File: src/rtl/assert_macros.svh
// ----------------------------------------------------------------------------
// assert_macros.svh
// shared assertion macros, clocked on clk and held off during rst_n
// ----------------------------------------------------------------------------
`ifndef ASSERT_MACROS_SVH
`define ASSERT_MACROS_SVH

// same-cycle implication
`define ASSERT_SAME(lbl, ante, cons) \
  lbl: assert property (@(posedge clk) disable iff (!rst_n) (ante) |-> (cons)) \
    else $error("assertion failed (same cycle)");

// next-cycle implication
`define ASSERT_NEXT(lbl, ante, cons) \
  lbl: assert property (@(posedge clk) disable iff (!rst_n) (ante) |=> (cons)) \
    else $error("assertion failed (next cycle)");

`endif

File: src/rtl/actss_pkg.sv
`timescale 1ns / 1ps
// ----------------------------------------------------------------------------
// actss_pkg
// constants and types shared by the actigraphy sleep scorer
// ----------------------------------------------------------------------------
package actss_pkg;

  localparam int unsigned DATA_W            = 16;
  localparam int unsigned CNT_W             = 6;
  localparam int unsigned WARM_W            = 4;
  localparam int unsigned SAMPLES_PER_EPOCH = 14;
  localparam int unsigned WARMUP_EPOCHS     = 5;
  localparam int unsigned HIST_DEPTH        = 5;

  // weighted total e0 + 5e1 + 25e2 + 5e3 + e4 stays within +/- 37 * 2^15
  localparam int unsigned TOTAL_W = 22;
  localparam int unsigned MAG_W   = 21;

  // divide by 25: floor(m * RECIP / 2^RECIP_SHIFT) is exact for m < 2^MAG_W
  localparam int unsigned RECIP_W     = 22;
  localparam int unsigned RECIP_SHIFT = 26;
  localparam logic [RECIP_W-1:0] RECIP = RECIP_W'(2684355);

  localparam logic [DATA_W-1:0] COUNT_MAX = '1;
  localparam logic [DATA_W-1:0] POS_LIMIT = DATA_W'(32767);
  localparam logic [DATA_W-1:0] NEG_LIMIT = DATA_W'(32768);

  typedef struct packed {
    logic [DATA_W-1:0] epoch_sum;
    logic              neg;
    logic [MAG_W-1:0]  mag;
  } actss_token_t;

endpackage

File: src/rtl/actss_if.sv
`timescale 1ns / 1ps
// ----------------------------------------------------------------------------
// actss_if
// sample, result and configuration channels of the sleep scorer
// ----------------------------------------------------------------------------
interface actss_sample_if;
  logic               valid;
  logic               ready;
  logic signed [15:0] accel_x;
  logic signed [15:0] accel_y;
  logic signed [15:0] accel_z;

  modport source (output valid, output accel_x, output accel_y, output accel_z,
                  input ready);
  modport sink (input valid, input accel_x, input accel_y, input accel_z,
                output ready);
endinterface

interface actss_result_if;
  logic               valid;
  logic               ready;
  logic signed [15:0] epoch_sum;
  logic signed [15:0] activity;
  logic               below_threshold;
  logic        [15:0] sleep_minutes;

  modport source (output valid, output epoch_sum, output activity,
                  output below_threshold, output sleep_minutes, input ready);
  modport sink (input valid, input epoch_sum, input activity,
                input below_threshold, input sleep_minutes, output ready);
endinterface

interface actss_cfg_if;
  logic               valid;
  logic               ready;
  logic signed [15:0] sleep_threshold;

  modport source (output valid, output sleep_threshold, input ready);
  modport sink (input valid, input sleep_threshold, output ready);
endinterface

File: src/rtl/actss_epoch.sv
`timescale 1ns / 1ps
// ----------------------------------------------------------------------------
// actss_epoch
// epoch accumulation, history shift and weighted five-epoch total
// ----------------------------------------------------------------------------
module actss_epoch import actss_pkg::*; (
  input  logic          clk,
  input  logic          rst_n,
  actss_sample_if.sink  in_smp,
  output logic          tok_valid,
  input  logic          tok_ready,
  output actss_token_t  tok
);

  logic [DATA_W-1:0] acc_r;
  logic [CNT_W-1:0]  cnt_r;
  logic [WARM_W-1:0] warm_r;
  logic [DATA_W-1:0] hist_r [HIST_DEPTH];
  logic              s1_v_r;
  logic              s2_v_r;
  actss_token_t      s2_tok_r;

  logic               ld2;
  logic               accept;
  logic               last;
  logic               warm_done;
  logic [DATA_W-1:0]  sum_new;
  logic signed [TOTAL_W-1:0] e [HIST_DEPTH];
  logic signed [TOTAL_W-1:0] pair_out;
  logic signed [TOTAL_W-1:0] pair_in;
  logic signed [TOTAL_W-1:0] total;
  logic signed [TOTAL_W-1:0] total_abs;

  // a scoring epoch waits in s1 until s2 frees, so the history stays put meanwhile
  assign ld2          = !s2_v_r || tok_ready;
  assign in_smp.ready = !s1_v_r || ld2;
  assign accept       = in_smp.valid && in_smp.ready;
  assign last         = (cnt_r == CNT_W'(SAMPLES_PER_EPOCH - 1));
  assign warm_done    = (warm_r >= WARM_W'(WARMUP_EPOCHS));
  assign sum_new      = acc_r + in_smp.accel_x + in_smp.accel_y + in_smp.accel_z;

  always_comb begin
    for (int i = 0; i < HIST_DEPTH; i++) begin
      e[i] = {{(TOTAL_W - DATA_W){hist_r[i][DATA_W-1]}}, hist_r[i]};
    end
    pair_out  = e[0] + e[4];
    pair_in   = e[1] + e[3];
    total     = pair_out + (pair_in <<< 2) + pair_in
              + (e[2] <<< 4) + (e[2] <<< 3) + e[2];
    total_abs = total[TOTAL_W-1] ? -total : total;
  end

  always_ff @(posedge clk) begin
    if (!rst_n) begin
      acc_r  <= '0;
      cnt_r  <= '0;
      warm_r <= '0;
      s1_v_r <= 1'b0;
      s2_v_r <= 1'b0;
    end else begin
      if (accept) begin
        if (last) begin
          acc_r <= '0;
          cnt_r <= '0;
          if (!warm_done) begin
            warm_r <= warm_r + WARM_W'(1);
          end
        end else begin
          acc_r <= sum_new;
          cnt_r <= cnt_r + CNT_W'(1);
        end
      end
      s1_v_r <= (s1_v_r && !ld2) || (accept && last && warm_done);
      if (ld2) begin
        s2_v_r <= s1_v_r;
      end
    end
  end

  // history and total carry no reset
  always_ff @(posedge clk) begin
    if (accept && last) begin
      hist_r[0] <= sum_new;
      for (int i = 1; i < HIST_DEPTH; i++) begin
        hist_r[i] <= hist_r[i-1];
      end
    end
    if (ld2) begin
      s2_tok_r.epoch_sum <= hist_r[0];
      s2_tok_r.neg       <= total[TOTAL_W-1];
      s2_tok_r.mag       <= total_abs[MAG_W-1:0];
    end
  end

  assign tok_valid = s2_v_r;
  assign tok       = s2_tok_r;

endmodule

File: src/rtl/actss_score.sv
`timescale 1ns / 1ps
// ----------------------------------------------------------------------------
// actss_score
// divide by 25, saturate, threshold compare and sleep minute count
// ----------------------------------------------------------------------------
module actss_score import actss_pkg::*; (
  input  logic                 clk,
  input  logic                 rst_n,
  input  logic                 tok_valid,
  output logic                 tok_ready,
  input  actss_token_t         tok,
  input  logic signed [DATA_W-1:0] threshold,
  actss_result_if.source       out_res
);

  logic              s3_v_r;
  logic              s3_neg_r;
  logic [DATA_W-1:0] s3_q_r;
  logic [DATA_W-1:0] s3_sum_r;
  logic              out_v_r;
  logic [DATA_W-1:0] sum_r;
  logic [DATA_W-1:0] act_r;
  logic              below_r;
  logic [DATA_W-1:0] mins_r;

  logic                      ld_out;
  logic                      ld3;
  logic [MAG_W+RECIP_W-1:0]  prod;
  logic [DATA_W-1:0]         act;
  logic                      below;

  assign ld_out    = !out_v_r || out_res.ready;
  assign ld3       = !s3_v_r || ld_out;
  assign tok_ready = ld3;

  assign prod = (MAG_W + RECIP_W)'(tok.mag) * (MAG_W + RECIP_W)'(RECIP);

  // clamp the signed quotient to the int16 range
  always_comb begin
    if (s3_neg_r) begin
      act = (s3_q_r > NEG_LIMIT) ? NEG_LIMIT : (~s3_q_r + DATA_W'(1));
    end else begin
      act = (s3_q_r > POS_LIMIT) ? POS_LIMIT : s3_q_r;
    end
    below = $signed(act) < threshold;
  end

  always_ff @(posedge clk) begin
    if (!rst_n) begin
      s3_v_r  <= 1'b0;
      out_v_r <= 1'b0;
      mins_r  <= '0;
    end else begin
      if (ld3) begin
        s3_v_r <= tok_valid;
      end
      if (ld_out) begin
        out_v_r <= s3_v_r;
        if (s3_v_r && below && (mins_r != COUNT_MAX)) begin
          mins_r <= mins_r + DATA_W'(1);
        end
      end
    end
  end

  always_ff @(posedge clk) begin
    if (ld3) begin
      s3_neg_r <= tok.neg;
      s3_q_r   <= prod[RECIP_SHIFT +: DATA_W];
      s3_sum_r <= tok.epoch_sum;
    end
    if (ld_out) begin
      sum_r   <= s3_sum_r;
      act_r   <= act;
      below_r <= below;
    end
  end

  // count is already bumped by the time the beat is shown
  logic [DATA_W-1:0] mins_show;
  assign mins_show = mins_r;

  assign out_res.valid           = out_v_r;
  assign out_res.epoch_sum       = sum_r;
  assign out_res.activity        = act_r;
  assign out_res.below_threshold = below_r;
  assign out_res.sleep_minutes   = mins_show;

endmodule

File: src/rtl/actigraphy_sleep_scorer_core.sv
`timescale 1ns / 1ps
// ----------------------------------------------------------------------------
// actigraphy_sleep_scorer_core
// scores accelerometer epochs as asleep or awake and counts sleep minutes
// ----------------------------------------------------------------------------
//  channel   direction  beat contents
//  in_smp    sink       accel_x, accel_y, accel_z
//  out_res   source     epoch_sum, activity, below_threshold, sleep_minutes
//  cfg_wr    sink       sleep_threshold (always ready)
//
//  one sample beat per cycle while in_smp is ready; a scored epoch's result beat
//  leaves after its last sample through epoch, total, divide and output registers
//  rst_n clears counters, accumulator, threshold and sleep count; history is not
//  cleared, warm-up writes all of it before the first score
//  a stalled result backs up the pipeline; in_smp only stalls when a scored
//  epoch cannot move on
`include "assert_macros.svh"

module actigraphy_sleep_scorer_core import actss_pkg::*; (
  input  logic            clk,
  input  logic            rst_n,
  actss_sample_if.sink    in_smp,
  actss_result_if.source  out_res,
  actss_cfg_if.sink       cfg_wr
);

  logic signed [DATA_W-1:0] thr_r;
  logic                     tok_valid;
  logic                     tok_ready;
  actss_token_t             tok;

  assign cfg_wr.ready = 1'b1;

  always_ff @(posedge clk) begin
    if (!rst_n) begin
      thr_r <= '0;
    end else if (cfg_wr.valid) begin
      thr_r <= cfg_wr.sleep_threshold;
    end
  end

  actss_epoch u_epoch (
    .clk       (clk),
    .rst_n     (rst_n),
    .in_smp    (in_smp),
    .tok_valid (tok_valid),
    .tok_ready (tok_ready),
    .tok       (tok)
  );

  actss_score u_score (
    .clk       (clk),
    .rst_n     (rst_n),
    .tok_valid (tok_valid),
    .tok_ready (tok_ready),
    .tok       (tok),
    .threshold (thr_r),
    .out_res   (out_res)
  );

  // a sleeping epoch has always been counted
  `ASSERT_SAME(a_below_counted, out_res.valid && out_res.below_threshold,
               out_res.sleep_minutes != '0)
  // flag agrees with the threshold, which the user must change only while idle; the block does not enforce it
  `ASSERT_SAME(a_below_matches, out_res.valid,
               out_res.below_threshold == ($signed(out_res.activity) < thr_r))
  // samples are only held back by a blocked result
  `ASSERT_SAME(a_stall_source, !in_smp.ready, out_res.valid && !out_res.ready)

endmodule
File: src/flat_wrapper.sv
// flat-port wrapper written by rule: the top's interface ports become plain ports
module actigraphy_sleep_scorer_core_flat import actss_pkg::*;
  (clk, rst_n, in_smp_valid, in_smp_accel_x, in_smp_accel_y, in_smp_accel_z, in_smp_ready, out_res_valid, out_res_epoch_sum, out_res_activity, out_res_below_threshold, out_res_sleep_minutes, out_res_ready, cfg_wr_valid, cfg_wr_sleep_threshold, cfg_wr_ready);
  actss_sample_if in_smp_i ();
  actss_result_if out_res_i ();
  actss_cfg_if cfg_wr_i ();
  input  logic clk;
  input  logic rst_n;
  input wire logic [$bits(in_smp_i.valid)-1:0] in_smp_valid;
  input wire logic [$bits(in_smp_i.accel_x)-1:0] in_smp_accel_x;
  input wire logic [$bits(in_smp_i.accel_y)-1:0] in_smp_accel_y;
  input wire logic [$bits(in_smp_i.accel_z)-1:0] in_smp_accel_z;
  output wire logic [$bits(in_smp_i.ready)-1:0] in_smp_ready;
  output wire logic [$bits(out_res_i.valid)-1:0] out_res_valid;
  output wire logic [$bits(out_res_i.epoch_sum)-1:0] out_res_epoch_sum;
  output wire logic [$bits(out_res_i.activity)-1:0] out_res_activity;
  output wire logic [$bits(out_res_i.below_threshold)-1:0] out_res_below_threshold;
  output wire logic [$bits(out_res_i.sleep_minutes)-1:0] out_res_sleep_minutes;
  input wire logic [$bits(out_res_i.ready)-1:0] out_res_ready;
  input wire logic [$bits(cfg_wr_i.valid)-1:0] cfg_wr_valid;
  input wire logic [$bits(cfg_wr_i.sleep_threshold)-1:0] cfg_wr_sleep_threshold;
  output wire logic [$bits(cfg_wr_i.ready)-1:0] cfg_wr_ready;
  assign in_smp_i.valid = in_smp_valid;
  assign in_smp_i.accel_x = in_smp_accel_x;
  assign in_smp_i.accel_y = in_smp_accel_y;
  assign in_smp_i.accel_z = in_smp_accel_z;
  assign in_smp_ready = in_smp_i.ready;
  assign out_res_valid = out_res_i.valid;
  assign out_res_epoch_sum = out_res_i.epoch_sum;
  assign out_res_activity = out_res_i.activity;
  assign out_res_below_threshold = out_res_i.below_threshold;
  assign out_res_sleep_minutes = out_res_i.sleep_minutes;
  assign out_res_i.ready = out_res_ready;
  assign cfg_wr_i.valid = cfg_wr_valid;
  assign cfg_wr_i.sleep_threshold = cfg_wr_sleep_threshold;
  assign cfg_wr_ready = cfg_wr_i.ready;
  actigraphy_sleep_scorer_core u_core (.clk(clk), .rst_n(rst_n), .in_smp(in_smp_i), .out_res(out_res_i), .cfg_wr(cfg_wr_i));
endmodule
File: config.mk
export PLATFORM = sky130hd
export DESIGN_NAME = actigraphy_sleep_scorer_core_flat
export DESIGN_NICKNAME = d
export VERILOG_FILES = /design/src/rtl/actss_pkg.sv /design/src/rtl/actss_if.sv /design/src/rtl/actss_epoch.sv /design/src/rtl/actss_score.sv /design/src/rtl/actigraphy_sleep_scorer_core.sv /design/src/flat_wrapper.sv
export VERILOG_INCLUDE_DIRS = /design/src /design/src/rtl
export SDC_FILE = /design/constraint.sdc
export NUM_CORES = 1
export LEC_CHECK = 0
export ABC_AREA = 1
export BUFFER_PORTS_ARGS = -buffer_cell sky130_fd_sc_hd__buf_2
export CORE_MARGIN = 2
export CORE_UTILIZATION = 50
export DETAILED_ROUTE_END_ITERATION = 8
export GPL_TIMING_DRIVEN = 0
export HOLD_SLACK_MARGIN = 0.12
export PLACE_DENSITY = 0.73
export SYNTH_ARGS = -nofsm -noshare
export SYNTH_HDL_FRONTEND = slang
export SYNTH_SLANG_ARGS = --single-unit
File: constraint.sdc
create_clock -name clk -period 7.15 [get_ports clk]
set_input_delay 0.3575 -clock clk [delete_from_list [all_inputs] [get_ports clk]]
set_output_delay 0.3575 -clock clk [all_outputs]
set_load 0.01 [all_outputs]
* Word-level counts from Yosys, hierarchy flattened
Memories as Yosys holds them, arrays and structs flattened.
Index checks and enable logic that the tools add are counted.
** Storage, ports and cells
- Word-level logic and storage cells :: 69
- Memory bits (writable) :: 80
- Register bits :: 166
- Memories kept :: 1
- Bits of input ports :: 69
** Operators by class
- Multiplexer cells :: 8
- $lt $le $gt $ge :: 4
- Bitwise operators :: 2
- Reduce and logical (&&, ||, !) cells :: 18
- Eq/ne operators :: 2
- $add $sub $neg :: 15
- Multipliers :: 1
** Memory list
- u_core.u_epoch.hist_r :: words 5, bits a word 16, rd ports 5, clocked after memory_dff 0, wr ports 5, line actss_epoch.sv:18 : logic [DATA_W-1:0] hist_r [HIST_DEPTH];
** Operator list (count)
- $mux W16 :: 4
- $add A16 B16 Y16 :: 3
- $mul A21 B22 Y42 const B :: 1
- $add A16 B16 Y17 :: 2
- $add A16 B1 Y16 const B :: 2
- $add A21 B20 Y22 :: 1
- $add A22 B16 Y22 :: 1
- $add A22 B19 Y22 :: 1
- $add A20 B17 Y21 :: 1
- $mux W21 :: 1
- $neg A21 Y21 :: 1
- $add A17 B19 Y20 :: 1
- $gt A16 B15 Y1 const B :: 1
- $gt A16 B16 Y1 const B :: 1
- $lt A16 B16 Y1 :: 1
- $ne A16 B16 Y1 const B :: 1
- $not A16 Y16 :: 1
- $add A6 B1 Y6 const B :: 1
- $eq A6 B4 Y1 const B :: 1
- $logic_and A1 B1 Y1 :: 6
- $mux W6 :: 1
- $logic_not A1 Y1 :: 5
- $logic_or A1 B1 Y1 :: 5
- $add A4 B1 Y4 const B :: 1
- other kinds (5) :: 6

* Longest topological paths before layout
Gate-level depths: netlist of run 1.
- Depth after elaboration :: 9
- Mapped depth :: 35
- Mapped depth without buffers :: 34

* By module
A second synthesis of run 1 with hierarchy kept.
** Unflattened totals
- Cells, all modules :: 2450
- Area, all modules :: 23261.1 sq um
** Modules (own cells, without submodules)
- actss_score :: cells an instance 1218, times used 1, area each 11690.0 sq um, sequential area each 2342.2 sq um
- actss_epoch :: cells an instance 1129, times used 1, area each 10885.4 sq um, sequential area each 4103.9 sq um
- actigraphy_sleep_scorer_core :: cells an instance 103, times used 1, area each 685.7 sq um, sequential area each 320.3 sq um

* Worst setup path before layout of run 1
No wires, ideal clock.
- Kind :: reg2reg
- Start :: register u_core.u_score.out_v_r, in the netlist u_core.u_score.out_res.valid
- End :: register u_core.u_epoch.warm_r[3]
- Setup time :: 65 ps
- Stages on the path, launching flop included :: 18
- Path buffers :: 0
- Required time :: 7085 ps
- Setup slack :: -360 ps
- Data arrival time :: 7445 ps
- Cells stage by stage :: dfxtp_1 inv_1 nor2_1 inv_1 nor2_1 inv_1 nor2_1 inv_1 nor2_1 inv_1 nand2_1 nor2_1 inv_1 nor2_1 inv_1 nor2_1 a31oi_1 nor2_1
** Between the ends
- Word-level cells in the longest chain between the ends :: 7
** Ends and longest elaborated chain
- start, declared :: line actss_score.sv:20 : logic out_v_r;
- start signal, assigned :: line actss_score.sv:58 : out_v_r <= s3_v_r;
- $logic_not A1 Y1 :: line actss_score.sv:32 : assign ld_out = !out_v_r || out_res.ready;
- $logic_or A1 B1 Y1 :: line actss_score.sv:32
- net u_core.u_score.ld_out :: line actss_score.sv:26 : logic ld_out;
- $logic_or A1 B1 Y1 :: line actss_score.sv:33 : assign ld3 = !s3_v_r || ld_out;
- net u_core.tok_ready :: line actigraphy_sleep_scorer_core.sv:29 : logic tok_ready;
- $logic_or A1 B1 Y1 :: line actss_epoch.sv:35 : assign ld2 = !s2_v_r || tok_ready;
- net u_core.u_epoch.ld2 :: line actss_epoch.sv:23 : logic ld2;
- $logic_or A1 B1 Y1 :: line actss_epoch.sv:36 : assign in_smp.ready = !s1_v_r || ld2;
- net in_smp_ready :: line flat_wrapper.sv:13 : output wire logic [$bits(in_smp_i.ready)-1:0] in_smp_ready;
- $logic_and A1 B1 Y1 :: line actss_epoch.sv:37 : assign accept = in_smp.valid && in_smp.ready;
- $reduce_and A3 Y1 (no source line)
- end signal, assigned :: line actss_epoch.sv:66 : warm_r <= warm_r + WARM_W'(1);
- end, declared :: line actss_epoch.sv:17 : logic [WARM_W-1:0] warm_r;
The timed path passes the listed nets, and every way through them passes these cells.
A chain may end at the register's enable or synchronous reset.

==> results.txt, run 1 <==
Met1 Usage GRT: 0.275
Hold crit path type: in2reg
Total CTS buffers: 28
First-pass GRT wire length: 81500 µm
Top cell type's share of synthesized area: 0.243
CP top delay family: adder cells
Setup WS post-layout: 0.346 ns
Status: finished, final reports clean
Vias in the first global route: 16600
Synth async-reset ratio: 0
Total gr overflow: 0
Share of cells above drive strength 1: 0.0947
Synth area leaders: edfxtp_1 24%, fa_1 23%, ha_1 16%
Hold Crit Depth: 3
Vias: 15800
CTS tree: yes
Final setup violation count: 0
Starting Density: 0.504
Die Ht: 217 µm
Largest net degree at the start of global routing: 41
Post-synth EDFFs: 184
Vias/cell: 5.18
Synth area leader: edfxtp_1
Post-Route WL: 49300 µm
# placed instances: 2975
F_max: 0.147 GHz
Post-Syn Instances: 2254
Cell variety after synth: 61
Crit Reg-Reg Startpoint: u_core.u_epoch.hist_r[0][48]
Slew headroom: 0.403
Synth Flop Type: edfxtp_1
Fin. Hold Viols: 0
Peak supply drop: 0.254 mV
DR pass1 iterations: 5
Worst Setup SP: u_core.u_epoch.hist_r[0][48]
WS Path Type: reg2reg
Initial antenna violation count: 0
Arrival @ worst endpoint: 7.10 ns
Setup Skew: 0.0519 ns
Worst Setup End Kind: flip-flop
Cell depth of the worst setup path: 35
Register area: 6770 µm²
M3 GR Usage: 0.0302
Met2 Track Usage GR: 0.382
Synth cell count leaders: 505 x inv_1, 295 x ha_1, 264 x fa_1
Num Clock Sinks: 246
CTS root buf: clkbuf_16
# rows: 78
Gr busiest metal: met2
Reg2reg setup slack: 0.35 ns
Setup crit start kind: flip-flop
Worst R2R End: u_core.u_epoch.tok[18]
Period utilization: 0.952
Htree depth: 1
Count leader, synth: inv_1
Multi-input gate area: 14000 µm²
First DRT Iteration DRCs: 771
RSZ-0062 raised after global routing: true
WP data required: 7.45 ns
Core Area: 45100 µm²
Final Power: 3.76 mW
Post-Syn Nets: 2882
DR DRC count: 0
Area Overhead vs Synth: 11.3%
IO Port Bufs: 119
Mapped Area: 22700 µm²
Wire length per cell: 16.2 µm
GPL Wtd Cong: 0.917
Fin crit period: 6.80 ns
Die area: 47100 µm²
Syn avg cell area: 10.1 µm²
Buf/Inv on CP: 7
Fin cells: 3040
Die width: 217 µm
Seq/Total Area, Yosys: 0.298
Hpwl dp: 41300 µm
Final slew viol count: 0
Clk_lat worst skew: 0.59 ns
Post-Place Worst Slack: -0.408 ns
Yosys Warn Count: 0
Max-cap violation count: 0
Clk slew on worst S/H paths: 0.06 ns
P per Cell Area: 149 nW/µm²
CP max stage cell: fa_1
Top-level port count: 121
CP peak stage delay: 0.51 ns
Clk buf depth: 3
Critical path endpoint: u_core.u_epoch.tok[18]
Nets: 3046
Synth Register Bits: 246
Fillers: 3836
Hold WS: 0.131 ns
Slew @ Worst Pin: 0.894 ns
Total GRT Usage: 0.215
Reg2Reg Depth: 35
Crit path top cell by count: nand2_1
Fin Setup TNS: 0 ns
Worst Path Max Fanout: 10
Leakage: 12.1 nW
Antenna-violating nets left: 0
Antenna diodes: 0
-- metrics by stage --
| stage | cell area, µm² | utilization |
|---|---|---|
| floorplan | 22700 | - |
| global placement | 24100 | 0.534 |
| detailed placement | 24100 | 0.535 |
| CTS | 25200 | 0.558 |
| global route | 25300 | 0.560 |
| finish | 25300 | 0.560 |
-- layer usage --
| metal | routed length [µm] | vias up | share of wire |
|---|---|---|---|
| met3 | 2240 | 84 | 0.046 |
| met2 | 24600 | 338 | 0.50 |
| li1 | - | 7618 | - |
| met1 | 21100 | 7716 | 0.43 |
| met4 | 1330 | 0 | 0.027 |
| met5 | 0 | - | 0 |
-- power by group --
group	total, mW	switching [mW]	leakage (nW)	internal, mW
registers	1.62	0.0292	2.33	1.59
logic	0.644	0.383	9.32	0.261
clock network	1.49	0.614	0.461	0.875
-- cells by family after synthesis --
logic type      count (synthesis)  synth area share
fa+ha+maj                     559             0.395
flops                         246             0.298
xor+xnor                      115            0.0458
simple gates                  512            0.0997
compound gates                295            0.0725
other cells                     1          0.000165
buf+inv                       526            0.0885
-- state kept, by name (all words and copies together), names as in the netlist, 6 cells and up --
signal                                flops
u_core.u_score.out_res.sleep_minutes     16
u_core.u_score.s3_sum_r                  16
u_core.u_score.out_res.epoch_sum         16
u_core.u_epoch.tok                       38
u_core.u_epoch.hist_r                    80
u_core.thr_r                             16
u_core.u_epoch.cnt_r                      6
u_core.u_score.out_res.activity          16
u_core.u_score.s3_q_r                    16
u_core.u_epoch.acc_r                     16
-- area by class of cell --
type                    count  share of cell area
clock inverters            21              0.0101
well taps                 600              0.0297
repair buffers            134              0.0299
inverters                 506              0.0753
plain buffers              20             0.00426
flip-flops and latches    246               0.268
multi-input cells        1482               0.555
clock buffers              31              0.0282
-- cell usage in the layout, fill, tap and decap left out, drive strengths merged, types with 12 or more instances in the layout --
cell and instances:
edfxtp 184, nand2 263, inv 511, nor2 121, nor3 26, xor2 82
xnor2 33, o21ai 78, dfxtp 62, buf 134, a31oi 12, nand3 39
ha 295, clkbuf 42, nand4 37, a21oi 158, fa 264
-- worst min path at each step --
stage / end / from
floorplan: u_core.u_score.out_res.epoch_sum[0] / u_core.u_score.s3_sum_r[0]
global placement: u_core.u_score.s3_sum_r[5] / u_core.u_epoch.tok[27]
detailed placement: u_core.u_score.s3_sum_r[2] / u_core.u_epoch.tok[24]
CTS: u_core.thr_r[12] / cfg_wr_sleep_threshold[12]
global route: u_core.thr_r[12] / cfg_wr_sleep_threshold[12]
finish: u_core.thr_r[12] / cfg_wr_sleep_threshold[12]
-- worst register-to-register path, delay by kind of cell (launching register included) --
kind / cells / cell delay (ns)
XOR/XNOR: 1 / 0.16
AO/OA/AOI/OAI: 6 / 1.05
AND/OR/NAND/NOR: 14 / 1.83
buffers and inverters: 7 / 0.50
adder cells (fa/ha/maj): 7 / 2.64
flip-flops: 1 / 0.35
-- timing repair --
item / CTS / global route
pin swaps: 2 / 6
hold endpoints to repair: 8 / 0
resized for setup: 2 / 16
hold buffers: 9 / 0
setup buffers: 1 / 3
endpoints found under the setup margin: 21 / 13
gates cloned: 0 / 0
Note: power is estimated with default switching activity, not from simulation.
==> run 2: changes to the inputs <==
--- a/config.mk
+++ b/config.mk
@@ -10,6 +10,7 @@
 export BUFFER_PORTS_ARGS = -buffer_cell sky130_fd_sc_hd__buf_2
 export CORE_MARGIN = 2
 export CORE_UTILIZATION = 50
+export CTS_BUF_LIST = sky130_fd_sc_hd__clkbuf_8 sky130_fd_sc_hd__clkbuf_16
 export DETAILED_ROUTE_END_ITERATION = 8
 export GPL_TIMING_DRIVEN = 0
 export HOLD_SLACK_MARGIN = 0.12
==> run 2 against run 1 <==
Clock power is essentially flat. Register-to-register slack is essentially flat. Maximum frequency is essentially flat. Sequential power is essentially flat. Worst setup slack lost 0.0011 ns. First-iteration DRC count is the same. Via count is essentially flat. Highest routed layer unchanged.
==> results.txt, run 2 (synthesis gave the netlist of run 1 again) <==
Status: finished, final reports clean (unchanged)
Final slew viol count: 0 (unchanged)
Wire length per cell: 16.2 µm (about the same)
Reg2reg setup slack: 0.35 ns (about the same)
Reg2Reg Depth: 35 (unchanged)
RSZ-0062 raised after global routing: true (unchanged)
Worst Setup End Kind: flip-flop (unchanged)
Fin crit period: 6.80 ns (about the same)
# rows: 78 (unchanged)
Die area: 47100 µm² (unchanged)
Period utilization: 0.952 (about the same)
Clk slew on worst S/H paths: 0.06 ns (about the same)
Most common cell after layout, fill and taps aside: inv_1 (unchanged)
Hpwl dp: 41300 µm (unchanged)
Hold Crit Depth: 3 (unchanged)
CP peak stage delay: 0.51 ns (about the same)
Total GRT Usage: 0.215 (unchanged)
CTS root buf: clkbuf_16 (unchanged)
Buf/Inv on CP: 7 (unchanged)
Antenna-violating nets left: 0 (unchanged)
Initial antenna violation count: 0 (unchanged)
Total CTS buffers: 28 (unchanged)
Total gr overflow: 0 (unchanged)
Nets: 3046 (unchanged)
CP max stage cell: fa_1 (unchanged)
IO Port Bufs: 119 (unchanged)
Crit path top cell by count: nand2_1 (unchanged)
Largest net degree at the start of global routing: 41 (unchanged)
WS Path Type: reg2reg (unchanged)
GPL Wtd Cong: 0.917 (unchanged)
CTS tree: yes (unchanged)
Worst R2R End: u_core.u_epoch.tok[18] (unchanged)
F_max: 0.147 GHz (about the same)
Core Area: 45100 µm² (unchanged)
Max-cap violation count: 0 (unchanged)
Top-level port count: 121 (unchanged)
Vias/cell: 5.18 (about the same)
Vias: 15800 (about the same)
Number of flip-flops in the largest register: 80 (unchanged)
DR pass1 iterations: 5 (unchanged)
Crit Reg-Reg Startpoint: u_core.u_epoch.hist_r[0][48] (unchanged)
# placed instances: 2975 (unchanged)
Final setup violation count: 0 (unchanged)
Largest Register: u_core.u_epoch.hist_r (unchanged)
Num Clock Sinks: 246 (unchanged)
Clk_lat worst skew: 0.59 ns (about the same)
First-pass GRT wire length: 81500 µm (unchanged)
Post-Route WL: 49300 µm (about the same)
Fin Setup TNS: 0 ns (unchanged)
Peak supply drop: 0.254 mV (about the same)
Fin. Hold Viols: 0 (unchanged)
CP top delay family: adder cells (unchanged)
Hold crit path type: in2reg (unchanged)
First DRT Iteration DRCs: 771 (unchanged)
WP data required: 7.45 ns (about the same)
Htree depth: 1 (unchanged)
Die Ht: 217 µm (unchanged)
Worst Path Max Fanout: 10 (unchanged)
Hold Path Sink: u_core.thr_r[12] (unchanged)
Setup crit start kind: flip-flop (unchanged)
Share of cells above drive strength 1: 0.0947 (unchanged)
Final core occ: 0.560 (unchanged)
Starting Density: 0.504 (unchanged)
Arrival @ worst endpoint: 7.10 ns (about the same)
Antenna diodes: 0 (unchanged)
Vias in the first global route: 16600 (unchanged)
P per Cell Area: 149 nW/µm² (about the same)
Die width: 217 µm (unchanged)
Most frequent cells in the layout: 505 x inv_1, 292 x ha_1, 263 x fa_1 (was 502 x inv_1, 292 x ha_1, 263 x fa_1)
Clk buf depth: 3 (unchanged)
Slew @ Worst Pin: 0.889 ns (was 0.894 ns)
Final Power: 3.75 mW (was 3.76 mW)
Area Overhead vs Synth: 11.3% (unchanged)
Leakage: 12.1 nW (about the same)
Fin cells: 3040 (unchanged)
Setup Skew: 0.0527 ns (was 0.0519 ns)
Slew headroom: 0.406 (was 0.403)
Min-delay src: cfg_wr_sleep_threshold[12] (unchanged)
DR DRC count: 0 (unchanged)
run 2: cell types whose count changed in the layout (fill, tap and decap cells not counted):
| cell | previous run | this run |
|---|---|---|
| inv_1 | 502 | 505 |
| clkbuf_1 | 14 | 11 |
run 2: routing by layer:
metal	up-vias	track usage	routed length, µm
li1	7616	-	-
met1	7720	0.275	21200
met2	330	0.382	24600
met3	86	0.0302	2160
met4	0	0.0594	1330
met5	-	0	0
run 2: power breakdown:
| group | switching [mW] | internal [mW] | total (mW) | leakage (nW) |
|---|---|---|---|---|
| registers | 0.0293 | 1.59 | 1.62 | 2.33 |
| logic | 0.383 | 0.261 | 0.644 | 9.32 |
| clock network | 0.614 | 0.871 | 1.48 | 0.473 |
| total | 1.03 | 2.73 | 3.75 | 12.1 |
run 2: area by class of cell:
| cell class | count | area, µm² |
|---|---|---|
| fill | 3836 | 19800 |
| multi-input combinational | 1482 | 14000 |
| sequential | 246 | 6770 |
| inverter | 506 | 1900 |
| timing repair buffer | 134 | 756 |
| tap | 600 | 751 |
| clock buffer | 28 | 701 |
| clock inverter | 24 | 265 |
| buffer | 20 | 108 |
run 2: worst register-to-register path: cells and delay by family, from the launching register on:
| family | cells | cell delay (ns) |
|---|---|---|
| simple gates | 14 | 1.83 |
| flops | 1 | 0.35 |
| compound gates | 6 | 1.05 |
| fa+ha+maj | 7 | 2.64 |
| buf+inv | 7 | 0.50 |
| xor+xnor | 1 | 0.16 |
run 2: worst max-delay path by stage:
stage                          endpoint  slack, ns                         start  depth (start not counted)
3_3_place_gp   u_core.u_epoch.warm_r[3]      -1.18                 out_res_ready                         17
3_5_place_dp     u_core.u_epoch.tok[19]      -0.41  u_core.u_epoch.hist_r[0][16]                         30
2_1_floorplan    u_core.u_epoch.tok[18]       0.67  u_core.u_epoch.hist_r[0][48]                         32
5_1_grt          u_core.u_epoch.tok[18]      -0.05  u_core.u_epoch.hist_r[0][48]                         32
4_1_cts          u_core.u_epoch.tok[19]       0.06  u_core.u_epoch.hist_r[0][48]                         30
6_report         u_core.u_epoch.tok[18]       0.35  u_core.u_epoch.hist_r[0][48]                         35
run 2: repair_timing:
action	CTS	global route
endpoints found under the setup margin	21	13
hold buffers	9	0
endpoints found under the hold margin	8	0
pin swaps	2	6
setup buffers	1	3
resized for setup	2	16
run 2: through the flow:
step                hold slack, ns  cell area, µm²  worst slack [ns]
floorplan                    0.400           22700             0.665
detailed placement           0.405           24100            -0.408
finish                       0.130           25300             0.345
CTS                          0.120           25200            0.0566
global placement             0.402           24100             -1.18
global route                 0.144           25300           -0.0456
